[config.mk]
export PLATFORM = sky130hd
export DESIGN_NAME = cpch_ram
export DESIGN_NICKNAME = d
export VERILOG_FILES = /design/src/rtl/core/cpch_ram.sv
export SDC_FILE = /design/constraint.sdc
export NUM_CORES = 2
export LEC_CHECK = 0
export ABC_CLOCK_PERIOD_IN_PS = 3450
export BUFFER_PORTS_ARGS = -buffer_cell sky130_fd_sc_hd__buf_2
export CAP_MARGIN = 20
export CORE_ASPECT_RATIO = 1.75
export CORE_MARGIN = 8
export CORE_UTILIZATION = 50
export DETAILED_ROUTE_END_ITERATION = 10
export PLACE_DENSITY = 0.66
export SLEW_MARGIN = 20
export SYNTH_ARGS = -nofsm -noshare
export SYNTH_HDL_FRONTEND = slang
export SYNTH_SLANG_ARGS = --single-unit
[constraint.sdc]
create_clock -name clk -period 3.45 [get_ports clk]
set_clock_uncertainty 0.15 [all_clocks]
set_input_delay 0 -clock clk [delete_from_list [all_inputs] [get_ports clk]]
set_output_delay 0 -clock clk [all_outputs]
set_load 0.01 [all_outputs]
[src/rtl/core/cpch_ram.sv]
// Generic single-write, single-read RAM with a registered read port.
`timescale 1ns / 1ps
`default_nettype none

module cpch_ram #(
  parameter int WIDTH = 8,
  parameter int DEPTH = 256
) (
  input  wire logic                     clk,
  input  wire logic                     we,
  input  wire logic [$clog2(DEPTH)-1:0] waddr,
  input  wire logic [WIDTH-1:0]         wdata,
  input  wire logic                     re,
  input  wire logic [$clog2(DEPTH)-1:0] raddr,
  output logic      [WIDTH-1:0]         rdata
);

  logic [WIDTH-1:0] mem [DEPTH];

  // A read at the address being written returns the old contents.
  always_ff @(posedge clk) begin
    if (we) begin
      mem[waddr] <= wdata;
    end
    if (re) begin
      rdata <= mem[raddr];
    end
  end

endmodule

`default_nettype wire

==> results.sh <==
export IMPL_outcome="complete, no violations"
export IMPL_row_count=194
export IMPL_dieArea_sq_um=173000
export IMPL_root_buffer="clkbuf_16"
export IMPL_drc=0
export IMPL_worst_path_buf_inv=1
export IMPL_cts_sinks=2056
export IMPL_clock_path_buffers=4
export IMPL_first_pass_iters=5
export IMPL_fin_ws_ns=0.117
export IMPL_cp_start_kind="flop"
export IMPL_slew_headroom=0.292
export IMPL_end_kind="flop"
export IMPL_vias_per_cell=6.29
export IMPL_clkTransAtPathRegs_ns=0.07
export IMPL_num_vias=39327
export IMPL_nNetsFinal=4087
export IMPL_fp_dieW_microns=318
export IMPL_grt_overflow_total=0
export IMPL_grt_first_pass_wirelength_microns=286000
export IMPL_detail_route_antenna_nets=0
export IMPL_hpwl_microns=131000
export IMPL_antenna_found_initial=14
export IMPL_clk_latency_ns=0.82
export IMPL_gp_congestion=0.863
export IMPL_critPathMaxFanout=1
export IMPL_die_h_microns=544
export IMPL_worstPathCellList="mux4_2, nor2b_1, a211oi_1, nor2_1, nor4_1, buf_4, nor4_1"
export IMPL_ys_ff_latch=2056
export IMPL_synth_top_area_frac=0.775
export IMPL_fin_crit_ns=3.33
export IMPL_hold_viol_final=0
export IMPL_synth_largest_area_cell="edfxtp_1"
export IMPL_syn_inst=3733
export IMPL_coreArea_sq_um=159000
export IMPL_wirelength_microns=199000
export IMPL_min_from="wdata[4]"
export IMPL_numCtsBuffers=177
export IMPL_synth_edf_count=2056
export IMPL_synth_cell_types=54
export IMPL_fmax_ghz=0.300
export IMPL_grt_pass1_vias=40646
export IMPL_initial_core_util=0.501
export IMPL_io_pins=35
export IMPL_p_per_area_nw_per_um2=558
export IMPL_syn_cell_area_sq_um=79600
export IMPL_post_route_util=0.566
export IMPL_cts_tree="built"
export IMPL_ys_seq_area_frac=0.775
export IMPL_drive_gt1_frac=0.259
export IMPL_maxCapViolCount=0
export IMPL_grt_max_degree=116
export IMPL_hp_class="in2reg"
export IMPL_cts_resized=0
export IMPL_post_drt_wl_per_cell_microns=31.8
export IMPL_slew_violations=0
export IMPL_crit_type="reg2reg"
export IMPL_port_buffers=34
export IMPL_whs_endpoint="mem[76][4]"
export IMPL_p_total_w=0.0503
export IMPL_async_flop_share=0
export IMPL_cp_slowest_cell="nor4_1"
export IMPL_syn_num_nets=3760
export IMPL_grt_setup_unrepaired="false"
export IMPL_finalSetupViolations=0
export IMPL_grt_use_total=0.227
export IMPL_drt_iter0_drc=4087
export IMPL_post_cts_buffers=0
export IMPL_timing_rr_start="mem[77][1]"
export IMPL_avgSynthCellArea_sq_um=21.3
export IMPL_r2r_end="rdata[1]"
export IMPL_hold_buffers=23
export IMPL_leakagePower_nw=28.2
export IMPL_ir_drop_mv=0.387
export IMPL_required_ns=3.82
export IMPL_ys_warn_count=0
export IMPL_hold_path_depth=2
export IMPL_syn2layout_area_growth_pct=13.0
export IMPL_tightest_slew_ns=1.05
export IMPL_arrival_ns=3.71
export IMPL_synthFlopType="edfxtp_1"
export IMPL_crit_family="simple AND/OR/NAND/NOR gates"
export IMPL_final_cell_mix="edfxtp_1, mux4_2, buf_4"
export IMPL_setup_tns_final_ns=0
export IMPL_cts_max_level=4
export IMPL_rrSetupSlack_ns=0.12
export IMPL_synth_area_top_cells="edfxtp_1, mux4_2, mux2i_1"
export IMPL_final_common_cell="edfxtp_1"
export IMPL_cpPeakStageDelay_ns=0.78
export IMPL_crit_top_cell="nor4_1"
export IMPL_timing_final_crit_share=0.966
export IMPL_dpl_worst_slack_ns=-0.162
export IMPL_reg2reg_depth=7
==> worst max-delay path by stage <==
stage               startpoint        to  depth (start not counted)
finish              mem[77][1]  rdata[1]                          7
global route        mem[77][1]  rdata[1]                          7
CTS                 mem[77][1]  rdata[1]                          7
detailed placement    raddr[0]  rdata[5]                          9
global placement      raddr[0]  rdata[7]                          9
floorplan             raddr[0]  rdata[2]                          9
==> cell usage after synthesis, types with 3 or more instances <==
cell and count:
a211oi_1 16, a21oi_1 96, a221oi_1 13, a22o_1 8, a22oi_1 133, and2_1 6, buf_1 22, buf_12 8
buf_2 31, buf_4 27, buf_6 21, buf_8 13, clkbuf_1 111, edfxtp_1 2056, mux2i_1 134, mux4_2 454
nand2_1 33, nand2b_1 8, nand3_1 34, nand4_1 10, nor2_1 282, nor2b_1 31, nor3_1 22, nor4_1 24
nor4_2 3, o211ai_1 10, o21ai_0 10, o221ai_1 46, o22a_1 5, o22ai_1 28, o32ai_1 4, or2_2 4
==> final cells by class <==
cell class	count	area [sq um]
Clock inverter	103	1110
Sequential cell	2056	61700
Tap cell	2058	2570
Multi-Input combinational cell	1442	16500
Inverter	2	7.51
Clock buffer	202	4610
Antenna cell	9	22.5
Timing Repair Buffer	381	3430
Fill cell	11386	69000
==> flip-flops by register name, indices dropped and copies added (netlist names) <==
| name | flops |
|---|---|
| mem | 2048 |
| rdata | 8 |
==> power by group <==
group,total [W],internal (W),switching (W)
registers,0.0276,0.0275,0.0000389
clock network,0.0201,0.0114,0.00870
logic,0.00264,0.000966,0.00167
total,0.0503,0.0399,0.0104
==> logic make-up after synthesis <==
family                 after synthesis  share of synthesized area
flip-flops                        2056                      0.775
AND/OR/NAND/NOR                    466                     0.0263
AO/OA/AOI/OAI                      385                     0.0342
buffers and inverters              235                     0.0183
multiplexers                       591                      0.146
==> layer usage <==
metal  vias to the layer above  part of all wire  track usage
met4                         4             0.056        0.112
met2                      1691              0.53        0.412
met5                         -           0.00013            0
met3                       439             0.066       0.0298
met1                     20863              0.34        0.266
li1                      16330                 -            -
==> worst reg2reg max path: cells and delay by family, from the launching register on <==
family | cells | cell delay (ns)
AND/OR/NAND/NOR | 4 | 1.20
AO/OA/AOI/OAI | 1 | 0.59
multiplexers | 1 | 0.46
flip-flops | 1 | 0.37
buffers and inverters | 1 | 0.28
==> per-stage QoR <==
stage	cells	instance area [sq um]	hold WS, ns
2_1_floorplan	3733	79600	-0.0511
3_3_place_gp	5915	84000	0.309
3_5_place_dp	5916	84000	0.322
4_1_cts	6244	90000	0.0516
5_1_grt	6245	90000	0.0920
6_report	6253	90000	0.0647
Note: power is estimated with default switching activity, not from simulation.
